[config.mk]
export PLATFORM = sky130hd
export DESIGN_NAME = csv_field_tokenizer
export DESIGN_NICKNAME = d
export VERILOG_FILES = /design/src/rtl/fte_pkg.sv /design/src/rtl/fte_front.sv /design/src/rtl/fte_queue.sv /design/src/rtl/fte_back.sv /design/src/rtl/csv_field_tokenizer.sv
export SDC_FILE = /design/constraint.sdc
export NUM_CORES = 1
export LEC_CHECK = 0
export BUFFER_PORTS_ARGS = -buffer_cell sky130_fd_sc_hd__buf_2
export CORE_ASPECT_RATIO = 0.6
export CORE_MARGIN = 2
export CORE_UTILIZATION = 45
export DETAILED_ROUTE_END_ITERATION = 10
export GPL_ROUTABILITY_DRIVEN = 0
export SKIP_LAST_GASP = 1
export SYNTH_ARGS = -nofsm -noshare
export SYNTH_HDL_FRONTEND = slang
export SYNTH_SLANG_ARGS = --single-unit
[constraint.sdc]
create_clock -name clk_i -period 7.8 [get_ports clk_i]
set_input_delay 0.78 -clock clk_i [delete_from_list [all_inputs] [get_ports clk_i]]
set_output_delay 0.78 -clock clk_i [all_outputs]
set_load 0.005 [all_outputs]
[src/rtl/fte_pkg.sv]
`default_nettype none
package fte_pkg;

  localparam logic [7:0] CH_LF = 8'h0A;
  localparam logic [7:0] CH_CR = 8'h0D;

  localparam logic [1:0] KIND_DATA      = 2'd0;
  localparam logic [1:0] KIND_FIELD_END = 2'd1;
  localparam logic [1:0] KIND_REC_END   = 2'd2;

  localparam logic [1:0] ERR_NONE      = 2'd0;
  localparam logic [1:0] ERR_STRAY     = 2'd1;
  localparam logic [1:0] ERR_LINE_END  = 2'd2;
  localparam logic [1:0] ERR_INPUT_END = 2'd3;

  localparam int CFG_IDX_W  = 3;
  localparam int CFG_DATA_W = 16;

  localparam logic [CFG_IDX_W-1:0] CFG_SEPARATOR = 3'd0;
  localparam logic [CFG_IDX_W-1:0] CFG_ENCLOSURE = 3'd1;
  localparam logic [CFG_IDX_W-1:0] CFG_QUOTING   = 3'd2;
  localparam logic [CFG_IDX_W-1:0] CFG_BREAKS    = 3'd3;
  localparam logic [CFG_IDX_W-1:0] CFG_LIMIT     = 3'd4;

  localparam int QDEPTH = 4;
  localparam int QPTR_W = $clog2(QDEPTH);

  typedef struct packed {
    logic [7:0] in_byte;
    logic       end_of_input;
  } in_req_t;

  typedef struct packed {
    logic [1:0]  kind;
    logic [7:0]  data_byte;
    logic [1:0]  error_code;
    logic [15:0] records_done;
    logic        last_of_run;
  } res_t;

  typedef struct packed {
    logic two;
    res_t r0;
    res_t r1;
  } qent_t;

  typedef struct packed {
    logic  full;
    logic  empty;
  } qstat_t;

endpackage
`default_nettype wire

[src/rtl/fte_front.sv]
`default_nettype none
module fte_front (
  input  wire                          clk_i,
  input  wire                          rst_ni,
  input  wire                          acc_i,
  input  fte_pkg::in_req_t             in_req_i,
  input  wire                          cfg_we_i,
  input  wire [fte_pkg::CFG_IDX_W-1:0] cfg_idx_i,
  input  wire [fte_pkg::CFG_DATA_W-1:0] cfg_wdata_i,
  output logic                         q_wr_o,
  output fte_pkg::qent_t               q_data_o
);
  import fte_pkg::*;

  typedef struct packed {
    logic [7:0]  sep;
    logic [7:0]  enc;
    logic        quoting;
    logic        breaks;
    logic [15:0] limit;
  } cfg_t;

  typedef struct packed {
    logic        inq;
    logic        cqs;
    logic        crh;
    logic        afs;
    logic        ro;
    logic [15:0] cnt;
    logic [1:0]  n;
    res_t        r0;
    res_t        r1;
  } ps_t;

  function automatic ps_t f_emit(ps_t s, logic [1:0] kind, logic [7:0] b, logic [1:0] err);
    ps_t  o;
    res_t r;
    o = s;
    r.kind         = kind;
    r.data_byte    = (kind == KIND_DATA) ? b : 8'd0;
    r.error_code   = err;
    r.records_done = s.cnt;
    r.last_of_run  = 1'b0;
    if (s.n == 2'd0) begin
      o.r0 = r;
      o.n  = 2'd1;
    end else if (s.n == 2'd1) begin
      o.r1 = r;
      o.n  = 2'd2;
    end
    return o;
  endfunction

  function automatic ps_t f_clear(ps_t s);
    ps_t o;
    o = s;
    o.inq = 1'b0;
    o.cqs = 1'b0;
    o.crh = 1'b0;
    o.afs = 1'b1;
    o.ro  = 1'b0;
    return o;
  endfunction

  function automatic ps_t f_finish(ps_t s, logic [1:0] err);
    ps_t o;
    o = s;
    if (o.cnt != 16'hFFFF) begin
      o.cnt = o.cnt + 16'd1;
    end
    o = f_emit(o, KIND_REC_END, 8'd0, err);
    o = f_clear(o);
    return o;
  endfunction

  function automatic ps_t f_line_end(ps_t s, cfg_t c);
    ps_t o;
    o = s;
    if (s.inq && !s.cqs) begin
      if (c.breaks) begin
        o = f_emit(o, KIND_DATA, CH_LF, ERR_NONE);
        o.afs = 1'b0;
      end else begin
        o = f_finish(o, ERR_LINE_END);
      end
    end else begin
      o = f_finish(o, ERR_NONE);
    end
    return o;
  endfunction

  function automatic ps_t f_quoted(ps_t s, logic [7:0] b, cfg_t c);
    ps_t o;
    o = s;
    if (b == c.enc) begin
      o.cqs = 1'b1;
    end else if (b == CH_LF) begin
      o = f_line_end(o, c);
    end else if (b == CH_CR) begin
      o.crh = 1'b1;
    end else begin
      o = f_emit(o, KIND_DATA, b, ERR_NONE);
    end
    return o;
  endfunction

  function automatic ps_t f_take(ps_t s, logic [7:0] b, cfg_t c);
    ps_t o;
    o = s;
    if (s.cqs) begin
      if (b == c.enc) begin
        o = f_emit(o, KIND_DATA, b, ERR_NONE);
        o.cqs = 1'b0;
      end else if (b == c.sep) begin
        o.cqs = 1'b0;
        o.inq = 1'b0;
        o.afs = 1'b1;
        o = f_emit(o, KIND_FIELD_END, 8'd0, ERR_NONE);
      end else if (b == CH_LF) begin
        o = f_line_end(o, c);
      end else if (b == CH_CR) begin
        o.crh = 1'b1;
      end else begin
        o = f_emit(o, KIND_DATA, c.enc, ERR_STRAY);
        o.cqs = 1'b0;
        o = f_quoted(o, b, c);
      end
    end else if (s.inq) begin
      o = f_quoted(o, b, c);
    end else if (s.afs && c.quoting && b == c.enc) begin
      o.inq = 1'b1;
      o.afs = 1'b0;
    end else if (b == CH_LF) begin
      o = f_line_end(o, c);
    end else if (b == CH_CR) begin
      o.crh = 1'b1;
    end else if (b == c.sep) begin
      o.afs = 1'b1;
      o = f_emit(o, KIND_FIELD_END, 8'd0, ERR_NONE);
    end else begin
      o.afs = 1'b0;
      o = f_emit(o, KIND_DATA, b, ERR_NONE);
    end
    return o;
  endfunction

  cfg_t        cfg_q;
  logic        inq_q, cqs_q, crh_q, afs_q, ro_q;
  logic [15:0] cnt_q;
  ps_t         cur, nxt;
  logic        lim;

  always_ff @(posedge clk_i or negedge rst_ni) begin
    if (!rst_ni) begin
      cfg_q.sep     <= 8'd44;
      cfg_q.enc     <= 8'd34;
      cfg_q.quoting <= 1'b1;
      cfg_q.breaks  <= 1'b0;
      cfg_q.limit   <= 16'd0;
    end else if (cfg_we_i) begin
      case (cfg_idx_i)
        CFG_SEPARATOR: cfg_q.sep     <= cfg_wdata_i[7:0];
        CFG_ENCLOSURE: cfg_q.enc     <= cfg_wdata_i[7:0];
        CFG_QUOTING:   cfg_q.quoting <= cfg_wdata_i[0];
        CFG_BREAKS:    cfg_q.breaks  <= cfg_wdata_i[0];
        CFG_LIMIT:     cfg_q.limit   <= cfg_wdata_i[15:0];
        default: ;
      endcase
    end
  end

  always_comb begin
    cur     = '0;
    cur.inq = inq_q;
    cur.cqs = cqs_q;
    cur.crh = crh_q;
    cur.afs = afs_q;
    cur.ro  = ro_q;
    cur.cnt = cnt_q;
    lim     = (cfg_q.limit != 16'd0) && (cnt_q >= cfg_q.limit);
    nxt     = cur;
    if (in_req_i.end_of_input) begin
      if (!lim) begin
        if (nxt.crh) begin
          nxt.crh = 1'b0;
          nxt = f_line_end(nxt, cfg_q);
        end
        if (nxt.ro) begin
          nxt = f_finish(nxt, (nxt.inq && !nxt.cqs) ? ERR_INPUT_END : ERR_NONE);
        end
      end
      nxt = f_clear(nxt);
    end else if (!lim) begin
      nxt.ro = 1'b1;
      if (nxt.crh) begin
        nxt.crh = 1'b0;
        if (in_req_i.in_byte == CH_LF) begin
          nxt = f_line_end(nxt, cfg_q);
        end else begin
          if (nxt.cqs) begin
            nxt = f_emit(nxt, KIND_DATA, cfg_q.enc, ERR_STRAY);
            nxt.cqs = 1'b0;
          end else begin
            nxt = f_emit(nxt, KIND_DATA, CH_CR, ERR_NONE);
            nxt.afs = 1'b0;
          end
          nxt = f_take(nxt, in_req_i.in_byte, cfg_q);
        end
      end else begin
        nxt = f_take(nxt, in_req_i.in_byte, cfg_q);
      end
    end
    if (nxt.n == 2'd2) begin
      nxt.r1.last_of_run = 1'b1;
    end else begin
      nxt.r0.last_of_run = 1'b1;
    end
  end

  always_ff @(posedge clk_i or negedge rst_ni) begin
    if (!rst_ni) begin
      inq_q <= 1'b0;
      cqs_q <= 1'b0;
      crh_q <= 1'b0;
      afs_q <= 1'b1;
      ro_q  <= 1'b0;
      cnt_q <= 16'd0;
    end else if (acc_i) begin
      inq_q <= nxt.inq;
      cqs_q <= nxt.cqs;
      crh_q <= nxt.crh;
      afs_q <= nxt.afs;
      ro_q  <= nxt.ro;
      cnt_q <= nxt.cnt;
    end
  end

  assign q_wr_o        = acc_i && (nxt.n != 2'd0);
  assign q_data_o.two  = (nxt.n == 2'd2);
  assign q_data_o.r0   = nxt.r0;
  assign q_data_o.r1   = nxt.r1;

endmodule
`default_nettype wire

[src/rtl/fte_queue.sv]
`default_nettype none
module fte_queue (
  input  wire            clk_i,
  input  wire            rst_ni,
  input  wire            wr_i,
  input  fte_pkg::qent_t wdata_i,
  input  wire            rd_i,
  output fte_pkg::qent_t rdata_o,
  output fte_pkg::qstat_t stat_o
);
  import fte_pkg::*;

  qent_t             mem_q [QDEPTH];
  logic [QPTR_W-1:0] wp_q, rp_q;
  logic [QPTR_W:0]   cnt_q;
  logic              do_wr, do_rd;

  assign stat_o.full  = (cnt_q == QDEPTH[QPTR_W:0]);
  assign stat_o.empty = (cnt_q == '0);
  assign do_wr        = wr_i && !stat_o.full;
  assign do_rd        = rd_i && !stat_o.empty;
  assign rdata_o      = mem_q[rp_q];

  always_ff @(posedge clk_i) begin
    if (do_wr) begin
      mem_q[wp_q] <= wdata_i;
    end
  end

  always_ff @(posedge clk_i or negedge rst_ni) begin
    if (!rst_ni) begin
      wp_q  <= '0;
      rp_q  <= '0;
      cnt_q <= '0;
    end else begin
      if (do_wr) begin
        wp_q <= wp_q + 1'b1;
      end
      if (do_rd) begin
        rp_q <= rp_q + 1'b1;
      end
      case ({do_wr, do_rd})
        2'b10:   cnt_q <= cnt_q + 1'b1;
        2'b01:   cnt_q <= cnt_q - 1'b1;
        default: cnt_q <= cnt_q;
      endcase
    end
  end

endmodule
`default_nettype wire

[src/rtl/fte_back.sv]
`default_nettype none
module fte_back (
  input  wire             clk_i,
  input  wire             rst_ni,
  input  fte_pkg::qent_t  q_data_i,
  input  fte_pkg::qstat_t q_stat_i,
  output logic            q_rd_o,
  input  wire             pop_i,
  output logic            empty_o,
  output fte_pkg::res_t   res_o
);
  import fte_pkg::*;

  res_t out_q, hold_q;
  logic out_v_q, hold_v_q;
  logic adv;

  assign adv     = !out_v_q || pop_i;
  assign q_rd_o  = adv && !hold_v_q && !q_stat_i.empty;
  assign empty_o = !out_v_q;
  assign res_o   = out_q;

  always_ff @(posedge clk_i) begin
    if (adv) begin
      if (hold_v_q) begin
        out_q <= hold_q;
      end else begin
        out_q  <= q_data_i.r0;
        hold_q <= q_data_i.r1;
      end
    end
  end

  always_ff @(posedge clk_i or negedge rst_ni) begin
    if (!rst_ni) begin
      out_v_q  <= 1'b0;
      hold_v_q <= 1'b0;
    end else if (adv) begin
      if (hold_v_q) begin
        out_v_q  <= 1'b1;
        hold_v_q <= 1'b0;
      end else begin
        out_v_q  <= !q_stat_i.empty;
        hold_v_q <= !q_stat_i.empty && q_data_i.two;
      end
    end
  end

endmodule
`default_nettype wire

[src/rtl/csv_field_tokenizer.sv]
// CSV field tokenizer.
// Input channel: present a text byte or an end-of-input mark on in_req_i
// with push_i; the request is taken on a clock edge where push_i is high
// and full_o is low. Each request yields zero, one or two result requests.
// Result channel: while empty_o is low, res_o holds the oldest result
// (field byte, end of field, or end of record, each with error code, record
// count and last-of-run flag); pop_i takes it.
// A request's results are written to the queue on the edge that takes it
// and reach res_o through the output register. Throughput is one input byte
// per cycle while full_o is low and each byte gives at most one result; a
// byte giving two results keeps its second in a hold register until pop.
// A four-entry queue between the parser and the output stage absorbs
// stalls: when pop_i stays low, the queue fills and full_o rises.
// Configuration: cfg_we_i writes cfg_wdata_i to register cfg_idx_i;
// write only while the block is idle.
// Reset clears parse state, the record count, the queue and the output,
// and restores default separator, enclosure, quoting, breaks and limit settings.
`default_nettype none
module csv_field_tokenizer (
  input  wire                           clk_i,
  input  wire                           rst_ni,
  input  wire                           push_i,
  output logic                          full_o,
  input  fte_pkg::in_req_t              in_req_i,
  output logic                          empty_o,
  input  wire                           pop_i,
  output fte_pkg::res_t                 res_o,
  input  wire                           cfg_we_i,
  input  wire [fte_pkg::CFG_IDX_W-1:0]  cfg_idx_i,
  input  wire [fte_pkg::CFG_DATA_W-1:0] cfg_wdata_i
);
  import fte_pkg::*;

  qent_t  wr_data, rd_data;
  qstat_t q_stat;
  logic   q_wr, q_rd, acc;

  assign full_o = q_stat.full;
  assign acc    = push_i && !q_stat.full;

  fte_front u_front (
    .clk_i      (clk_i),
    .rst_ni     (rst_ni),
    .acc_i      (acc),
    .in_req_i   (in_req_i),
    .cfg_we_i   (cfg_we_i),
    .cfg_idx_i  (cfg_idx_i),
    .cfg_wdata_i(cfg_wdata_i),
    .q_wr_o     (q_wr),
    .q_data_o   (wr_data)
  );

  fte_queue u_queue (
    .clk_i  (clk_i),
    .rst_ni (rst_ni),
    .wr_i   (q_wr),
    .wdata_i(wr_data),
    .rd_i   (q_rd),
    .rdata_o(rd_data),
    .stat_o (q_stat)
  );

  fte_back u_back (
    .clk_i   (clk_i),
    .rst_ni  (rst_ni),
    .q_data_i(rd_data),
    .q_stat_i(q_stat),
    .q_rd_o  (q_rd),
    .pop_i   (pop_i),
    .empty_o (empty_o),
    .res_o   (res_o)
  );

endmodule
`default_nettype wire

# [Yosys cells after proc, flatten, opt, wreduce, memory -nomap -nowiden]
# Memories as Yosys holds them, arrays and structs flattened.
# Index checks and enable logic that the tools add are counted.
[classes] shift=0 addsub=6 mux=117 mul=0 reduce_logical=42 bitwise_logic=2 n_eq_ne=29 magnitude_cmp=1 n_div=0
[ops] cell="81-bit 2-to-1 mux" n=30
[ops] cell="78-bit 2-to-1 mux" n=7
[ops] cell="29-bit 2-to-1 mux" n=18
[ops] cell="31-bit 2-to-1 mux" n=8
[ops] cell="60-bit 2-to-1 mux" n=3
[ops] cell="79-bit 2-to-1 mux" n=2
[ops] cell="77-bit 2-to-1 mux" n=2
[ops] cell="76-bit 2-to-1 mux" n=2
[ops] cell="59-bit 2-to-1 mux" n=1
[ops] cell="2-bit 2-to-1 mux" n=21
[ops] cell="16-bit by 1-bit adder with 16-bit output (second input constant)" n=2
[ops] cell="16-bit 2-to-1 mux" n=2
[ops] cell="16-bit inequality test (second input constant)" n=2
[ops] cell="27-bit 2-to-1 mux" n=1
[ops] cell="1-bit 2-to-1 mux" n=19
[ops] cell="8-bit by 4-bit equality test with 1-bit output (second input constant)" n=2
[ops] cell="8-bit equality test" n=2
[ops] cell="16-bit >= comparator" n=1
[ops] cell="4-bit inequality test (second input constant)" n=4
[ops] cell="16-bit nonzero test" n=1
[ops] cell="5-bit inequality test (second input constant)" n=3
[ops] cell="1-bit logical AND" n=14
[ops] cell="2-bit AND reduction" n=7
[ops] cell="2-bit by 1-bit equality test with 1-bit output (second input constant)" n=5
[ops] cell="23 further kinds" n=38
[word_totals] rom_bits=0 latch_bits=0 elab_cells=224 inputBits=33 out_inout_bits=31 ram_bits=236 n_memories=1 reg_bits=122
[memory_table] name="u_queue.mem_q" depth=4 word_bits=59 read_ports=1 rd_ports_with_merged_regs=0 write_ports=1 line_no="fte_queue.sv:13" source="qent_t mem_q [QDEPTH];"

# [Logic depth before layout (Yosys ltp)]
# Gate-level depths: netlist (run 1).
[depth] depth_word=32 depth_mapped=18

# [Modules after synthesis]
# From an unflattened synthesis (run 1), not the netlist that was laid out.
[hier_totals] hier_cells=1559 area_unflattened_um2=19154.6
[by_module_without_submodules] mod="fte_queue" area_per_inst_um2=9006.1 cells_each=346 n_inst=1
[by_module_without_submodules] mod="fte_front" area_per_inst_um2=7800.0 cells_each=1110 n_inst=1
[by_module_without_submodules] mod="fte_back" area_per_inst_um2=2334.7 cells_each=102 n_inst=1
[by_module_without_submodules] mod="csv_field_tokenizer" area_per_inst_um2=13.8 cells_each=1 n_inst=1

# [Worst setup path after synthesis (run 1)]
# Ideal clock, no wire load.
[synth_path] kind="reg2reg" start="reg u_front.cnt_q[6]" end="mem u_queue.mem_q[0][0] (netlist name), enable pin" path_buffers=1 required_ns=7.379 path_slack_ns=3.239 t_arrival_ns=4.140 path_stages_with_launch=11 cell_sequence="dfrtp_1 ha_1 and4_1 a221oi_1 o2111a_1 a221o_1 clkbuf_1 nand3_1 nor2_1 o21a_1 and2_1"
[synth_via] elab_chain_len=9 word_cells_on_any_way=10 classes_between="order compare (1); mux (5); reduce/logical (4)"
[synth_lines] element="start: declaration" line_no="fte_front.sv:149" source="logic [15:0] cnt_q;"
[synth_lines] element="start signal: assignment" line_no="fte_front.sv:234" source="cnt_q <= nxt.cnt;"
[synth_lines] element="16-bit >= comparator (*)" line_no="fte_front.sv:180" source="lim = (cfg_q.limit != 16'd0) && (cnt_q >= cfg_q.limit);"
[synth_lines] element="1-bit logical AND (*)" line_no="fte_front.sv:180"
[synth_lines] element="81-bit 2-to-1 mux or 76-bit 2-to-1 mux (tied branches)" line_no="fte_front.sv:193, fte_front.sv:183"
[synth_lines] element="81-bit 2-to-1 mux (*)" line_no="fte_front.sv:182" source="if (in_req_i.end_of_input) begin"
[synth_lines] element="2-bit nonzero test (*)" line_no="fte_front.sv:238" source="assign q_wr_o = acc_i && (nxt.n != 2'd0);"
[synth_lines] element="1-bit logical AND (*)" line_no="fte_front.sv:238"
[synth_lines] element="1-bit logical AND (*)" line_no="fte_queue.sv:20" source="assign do_wr = wr_i && !stat_o.full;"
[synth_lines] element="1-bit 2-to-1 mux (*)" line_no="fte_queue.sv:25" source="if (do_wr) begin"
[synth_lines] element="1-bit 2-to-1 mux (implied by the code) (*)" line_no="fte_queue.sv:26" source="mem_q[wp_q] <= wdata_i;"
[synth_lines] element="end: declaration" line_no="fte_queue.sv:13"
# Mark *: on every way between the ends. The rest lies on a longest branch, timed or not. The select of a mux whose other input is x is not followed.

==> results.md, run 1 <==
* Worst path required time at 8.00 ns
* Post-synthesis register bit count at 349
* CP Max Fanout at 16
* Leakage Power at 6.685 nW
* Register-to-register setup slack at 2.54 ns
* RSZ-0062 raised after global routing: false
* Starting Density at 0.4567
* Hold path cells at 3
* Reg-to-Reg Start: u_front.cnt_q[7]
* Critical path capture point type: flop
* Final period utilization at 0.6748
* Post-CTS Hold Fix Bufs at 0
* Number of global-route vias before repair at 11520
* RR Endpoint: u_queue.mem_q[0][31]
* Num Clock Sinks at 349
* Detailed Place HPWL at 32350 um
* DP Area at 18050 um^2
* IO Count at 64
* Initial antenna violation count at 1
* Final setup TNS at 0 ns
* Final slew viol count at 0
* Routed wire length per instance at 24.70 um
* Crit path kind: reg -> reg
* Relative slew slack at 0.1037
* Total gr overflow at 0
* Sequential share of the synthesized area at 0.5914
* Core area at 37640 um^2
* Die Area at 39840 um^2
* M3 GR Usage at 0.07543
* Die Y at 155.4 um
* First-pass GRT wire length at 72070 um
* Final core utilization at 0.5091
* 1st-iter DRT viols at 1669
* Worst Skew at 0.02160 ns
* Hold Path Sink: u_front.cfg_q[14]
* Area delta synth->final at 11.47%
* PD cells at 306.0 nW/um^2
* Most frequent CP cell: o221ai_1
* Total CTS buffers at 34
* Min Clock Period, post-route at 5.263 ns
* Via density at 6.289
* FP Rows at 55
* Syn Inst Count at 1321
* Ys flop type: edfxtp_1
* Final Hold Viols at 0
* Share of cells above drive strength 1 at 0.2138
* Worst hold path class: in -> reg
* Root buffer cell: clkbuf_16
* Finished Cell Area at 19160 um^2
* Slowest CP cell: dfrtp_1
* FF-to-FF path depth at 12
* # setup viols final at 0
* Via count at 11990
* Distinct cells, synth at 90
* Router iterations before antenna repair at 6
* I/O Buffers at 63
* Peak Freq at 0.1900 GHz
* Post-CTS setup buffer count at 0
* MaxCap Viol Count at 0
* Startpoint types: flop
* Maximum vdd drop at 0.0002207 V
* Critical path's largest stage delay at 0.79 ns
* Syn Nets at 1378
* CTS Buffer Depth at 3
* Total track usage at 0.2396
* Largest net degree at the start of global routing at 65
* # nets final at 1425
* EDFF count, synth at 285
* Post-CTS Resized at 0
* Cell Area, Synth at 17190 um^2
* Later-pin clock latency in the skew report at 0.55 ns
* N_diodes at 0
* Met2 GRT Util at 0.3421
* Syn Area/Cell at 13.01 um^2
* Worst EP arrival at 5.46 ns
* Actual slew at the worst max-slew pin at 1.332 ns
* Synth warn at 0
* Final WL at 47100 um
* Hold_sp: cfg_wdata_i[14]
* CP cell instances: nand4_4 > nor4_1 > nor2_1 > xnor2_1 > inv_1 > ha_1 > o221ai_1 > nor3_2 > or4b_1 > nor3_4 > mux2i_1 > o221ai_1
* CTS tree: done
* Clock-pin slew on the worst setup and hold paths at 0.07 ns
* Gr busiest metal: met1
* GR Layer Usage met1 at 0.3538
* H-tree levels at 2
* Ys async rst share at 0.1834
* Status: finished, final reports clean
* Die W at 256.3 um
* DR DRC count at 0
* Post-route ant nets at 0
layer usage:
metal / routed length (um) / vias up
met1: 20860 / 5953
met2: 19580 / 690
li1: - / 5250
met3: 5553 / 99
met4: 1033 / 2
met5: 71 / -
logic make-up (layout without fill, tap and decap cells):
logic type / Yosys count / after routing / synth area share
buf+inv: 127 / 200 / 0.02962
compound gates: 275 / 275 / 0.1090
fa+ha+maj: 24 / 24 / 0.01790
simple gates: 385 / 385 / 0.1167
mux: 113 / 113 / 0.1108
flops: 349 / 349 / 0.5914
xor+xnor: 48 / 48 / 0.02445
worst max-delay path, delay by kind of cell (launching register included):
| kind | cells | cell delay (ns) |
|---|---|---|
| buffers and inverters | 1 | 0.14 |
| XOR/XNOR | 1 | 0.24 |
| AND/OR/NAND/NOR | 6 | 2.71 |
| multiplexers | 1 | 0.34 |
| adder cells (fa/ha/maj) | 1 | 0.21 |
| AO/OA/AOI/OAI | 2 | 0.47 |
| flip-flops | 1 | 0.79 |
per-stage QoR:
step                hold slack [ns]  setup slack (ns)  std cells  total power [mW]
global placement             0.4811             2.830       1844             4.241
floorplan                    0.4570             3.239       1321             3.740
finish                       0.4474             2.537       1907             5.864
detailed placement           0.4876             2.663       1844             4.252
CTS                          0.4297             2.657       1906             5.927
global route                 0.4595             2.241       1907             6.166
layout by cell type, fill, tap and decap left out, types with 7 or more instances in the layout:
master,n
nor2_1,74
o211ai_1,9
buf_4,29
clkbuf_16,35
mux4_2,57
edfxtp_1,285
o221ai_1,15
and2_1,10
o21ai_1,8
o31ai_1,14
and3_1,15
inv_1,45
dfstp_2,7
a31oi_1,18
dfrtp_1,55
nand4_1,24
clkbuf_1,8
a21oi_1,50
mux2_2,49
nand2_1,110
xnor2_1,36
xor2_1,12
mux2i_1,7
a21o_1,10
buf_2,64
nor3_1,32
o21ai_0,70
or3_1,10
o22ai_1,9
ha_1,23
nor4_1,17
nand3_1,35
layout make-up:
cell class | instances | area (um^2)
fillers | 3255 | 18480
flip-flops and latches | 349 | 10170
multi-input cells | 845 | 6533
clock buffers | 43 | 905.9
well taps | 513 | 641.9
repair buffers | 93 | 538.0
clock inverters | 19 | 203.9
inverters | 45 | 168.9
Yosys cell counts (9+ instances only):
cell | count | area (um^2)
edfxtp_1 | 285 | 8558
nand2_1 | 110 | 412.9
nor2_1 | 75 | 281.5
o21ai_0 | 70 | 350.3
clkbuf_1 | 59 | 221.5
dfrtp_1 | 57 | 1426
mux4_2 | 57 | 1284
a21oi_1 | 50 | 250.2
mux2_2 | 49 | 551.8
inv_1 | 45 | 168.9
xnor2_1 | 36 | 315.3
nand3_1 | 35 | 175.2
nor3_1 | 33 | 165.2
nand4_1 | 24 | 150.1
ha_1 | 23 | 287.8
a31oi_1 | 18 | 112.6
nor4_1 | 17 | 106.4
and3_1 | 15 | 93.84
o221ai_1 | 15 | 131.4
and2_1 | 14 | 87.58
o31ai_1 | 14 | 105.1
xor2_1 | 12 | 105.1
buf_2 | 11 | 55.05
a21o_1 | 10 | 75.07
or3_1 | 10 | 62.56
o211ai_1 | 9 | 67.56
o22ai_1 | 9 | 56.30
how the worst max path moves through the flow:
stage	slack [ns]	to	start	cells past startpoint
after floorplan	3.24	u_queue.mem_q[0][0]	u_front.cnt_q[6]	10
after global placement	2.83	u_queue.mem_q[0][15]	u_front.cnt_q[7]	11
after detailed placement	2.66	u_queue.mem_q[0][44]	u_front.cnt_q[7]	11
after CTS	2.66	u_queue.mem_q[0][7]	u_front.cnt_q[7]	11
after global routing	2.24	u_queue.mem_q[0][31]	u_front.cnt_q[7]	12
final	2.54	u_queue.mem_q[0][31]	u_front.cnt_q[7]	12
sequential cells by signal, summed over array words and instances, names as in the netlist:
name and flops:
u_queue.rp_q 2, u_front.crh_q 1, u_queue.cnt_q 3, u_back.hold_q 28
u_back.res_o 29, u_back.out_v_q 1, u_queue.mem_q 228, u_back.hold_v_q 1
u_queue.wp_q 2, u_front.cnt_q 16, u_front.ro_q 1, u_front.cfg_q 34
u_front.cqs_q 1, u_front.afs_q 1, u_front.inq_q 1
power by group:
group / switching, mW / leakage, nW / internal [mW] / total [mW]
combinational: 0.778 / 2.65 / 0.668 / 1.45
sequential: 0.227 / 3.50 / 2.52 / 2.75
clock: 0.733 / 0.538 / 0.937 / 1.67
(Power assumes the default switching activity.)
==> run 2: changes to the inputs <==
==> constraint.sdc (replaced) <==
create_clock -name clk_i -period 5.4 [get_ports clk_i]
set_input_delay 0.54 -clock clk_i [delete_from_list [all_inputs] [get_ports clk_i]]
set_output_delay 0.54 -clock clk_i [all_outputs]
set_load 0.005 [all_outputs]
==> results.md, run 2 (same netlist as run 1, synthesis figures left out) <==
* Status: finished, final reports clean
* Most flops, register: u_queue.mem_q
* # nets final at 1445
* Max FFs per register at 228
* Final slew viol count at 0
* Fillers at 3230
* Router iterations before antenna repair at 7
* Total CTS buffers at 34
* Share of cells above drive strength 1 at 0.2256
* PD cells at 441.2 nW/um^2
* Critical path capture point type: flop
* Leakage Power at 6.833 nW
* Final non-filler cell total at 1927
* Later-pin clock latency in the skew report at 0.54 ns
* CTS tree: done
* Crit path kind: reg -> reg
* Number of global-route vias before repair at 11610
* N_diodes at 0
* Min Clock Period, post-route at 4.930 ns
* Via count at 11970
* Routed wire length per instance at 24.18 um
* Inst Count DP at 1865
* FF-to-FF path depth at 13
* H-tree levels at 2
* Worst hold path class: in -> async
* Worst EP arrival at 5.20 ns
* DP Area at 18260 um^2
* Total gr overflow at 0
* Routed length on met3 at 4299 um
* Startpoint types: flop
* CP Max Fanout at 11
* RR Endpoint: u_queue.mem_q[2][39]
* Register-to-register setup slack at 0.47 ns
* Peak Freq at 0.2028 GHz
* I/O Buffers at 63
* FP Rows at 55
* Clock-pin slew on the worst setup and hold paths at 0.07 ns
* DR WL met2 at 20040 um
* Actual slew at the worst max-slew pin at 1.108 ns
* Final setup TNS at 0 ns
* Area delta synth->final at 13.06%
* Root buffer cell: clkbuf_16
* Final WL at 46600 um
* Die W at 256.3 um
* Maximum vdd drop at 0.0003596 V
* # setup viols final at 0
* Relative slew slack at 0.2598
* Most frequent cells in the layout: 285 x edfxtp_1, 110 x nand2_1, 74 x nor2_1
* Reg-to-Reg Start: u_front.cnt_q[0]
* Post-route ant nets at 0
* Die Y at 155.4 um
* Core area at 37640 um^2
* Start point of the critical path: u_front.cnt_q[0]
* Worst Skew at 0.02158 ns
* Most common cell after layout, fill and taps aside: edfxtp_1
* Initial antenna violation count at 1
* Final Hold Viols at 0
* MaxCap Viol Count at 0
* Finished Cell Area at 19440 um^2
* DR DRC count at 0
* Hold slack final at 0.2057 ns
* 1st-iter DRT viols at 1694
* CTS Buffer Depth at 3
* Detailed Place HPWL at 31980 um
* First-pass GRT wire length at 71260 um
* Top routing layer used: met5
* Num Clock Sinks at 349
* M1 WL at 21180 um
* RSZ-0062 raised after global routing: false
* Starting Density at 0.4567
* Via density at 6.213
* Post-CTS Hold Fix Bufs at 0
* Worst path required time at 5.67 ns
* Die Area at 39840 um^2
* Largest net degree at the start of global routing at 65
* Final core utilization at 0.5164
* IO Count at 64
* Final period utilization at 0.9130
* Worst setup endpoint: u_queue.mem_q[2][39]
* Total track usage at 0.2353
-- run 2: worst min path at each step --
stage                startpoint                 to  slack (ns)
2_1_floorplan            rst_ni    u_back.hold_v_q        0.24
3_3_place_gp   u_queue.cnt_q[2]   u_queue.cnt_q[2]        0.48
3_5_place_dp   u_queue.cnt_q[2]   u_queue.cnt_q[2]        0.48
4_1_cts         cfg_wdata_i[13]  u_front.cfg_q[13]        0.20
5_1_grt         cfg_wdata_i[13]  u_front.cfg_q[13]        0.21
6_report                 rst_ni   u_queue.cnt_q[0]        0.21
-- run 2: metrics by stage --
step	worst slack, ns	power (mW)
2_1_floorplan	0.8393	5.400
3_3_place_gp	0.7867	6.124
3_5_place_dp	0.4911	6.162
4_1_cts	0.4451	8.668
5_1_grt	0.2225	9.003
6_report	0.4698	8.575
-- run 2: cell type report --
class	count	area, um^2	area share
Clock buffer	45	964.7	0.04963
Clock inverter	17	209.0	0.01075
Inverter	45	168.9	0.008690
Multi-Input combinational cell	845	6539	0.3364
Sequential cell	349	10170	0.5234
Tap cell	513	641.9	0.03302
Timing Repair Buffer	113	740.7	0.03811
-- run 2: report_power, final --
group	total, mW	switching (mW)	internal [mW]	leakage, nW
Sequential	4.03	0.393	3.64	3.50
Combinational	2.06	1.06	0.994	2.76
Clock	2.49	1.03	1.46	0.566
-- run 2: repair_timing --
action	CTS	global route
gates resized for setup	0	1
buffers inserted	0	0
setup endpoints to repair	0	10
-- run 2: routing by layer --
metal	track usage	vias to the layer above
met4	0.05959	2
met3	0.06012	99
met5	0	-
met2	0.3480	631
li1	-	5279
met1	0.3467	5962
-- run 2: critical path, cell delays in order, from the launching register on --
cell and delay [ns]:
dfrtp_1 0.58, ha_1 0.37, nand4_1 0.19, nor4_2 0.44, nor2_1 0.32, xnor2_1 0.24, inv_1 0.14, ha_1 0.21
o221ai_1 0.22, nor3_2 0.20, or4b_1 0.74, o31ai_2 0.33, o221ai_1 0.25, o221ai_1 0.42
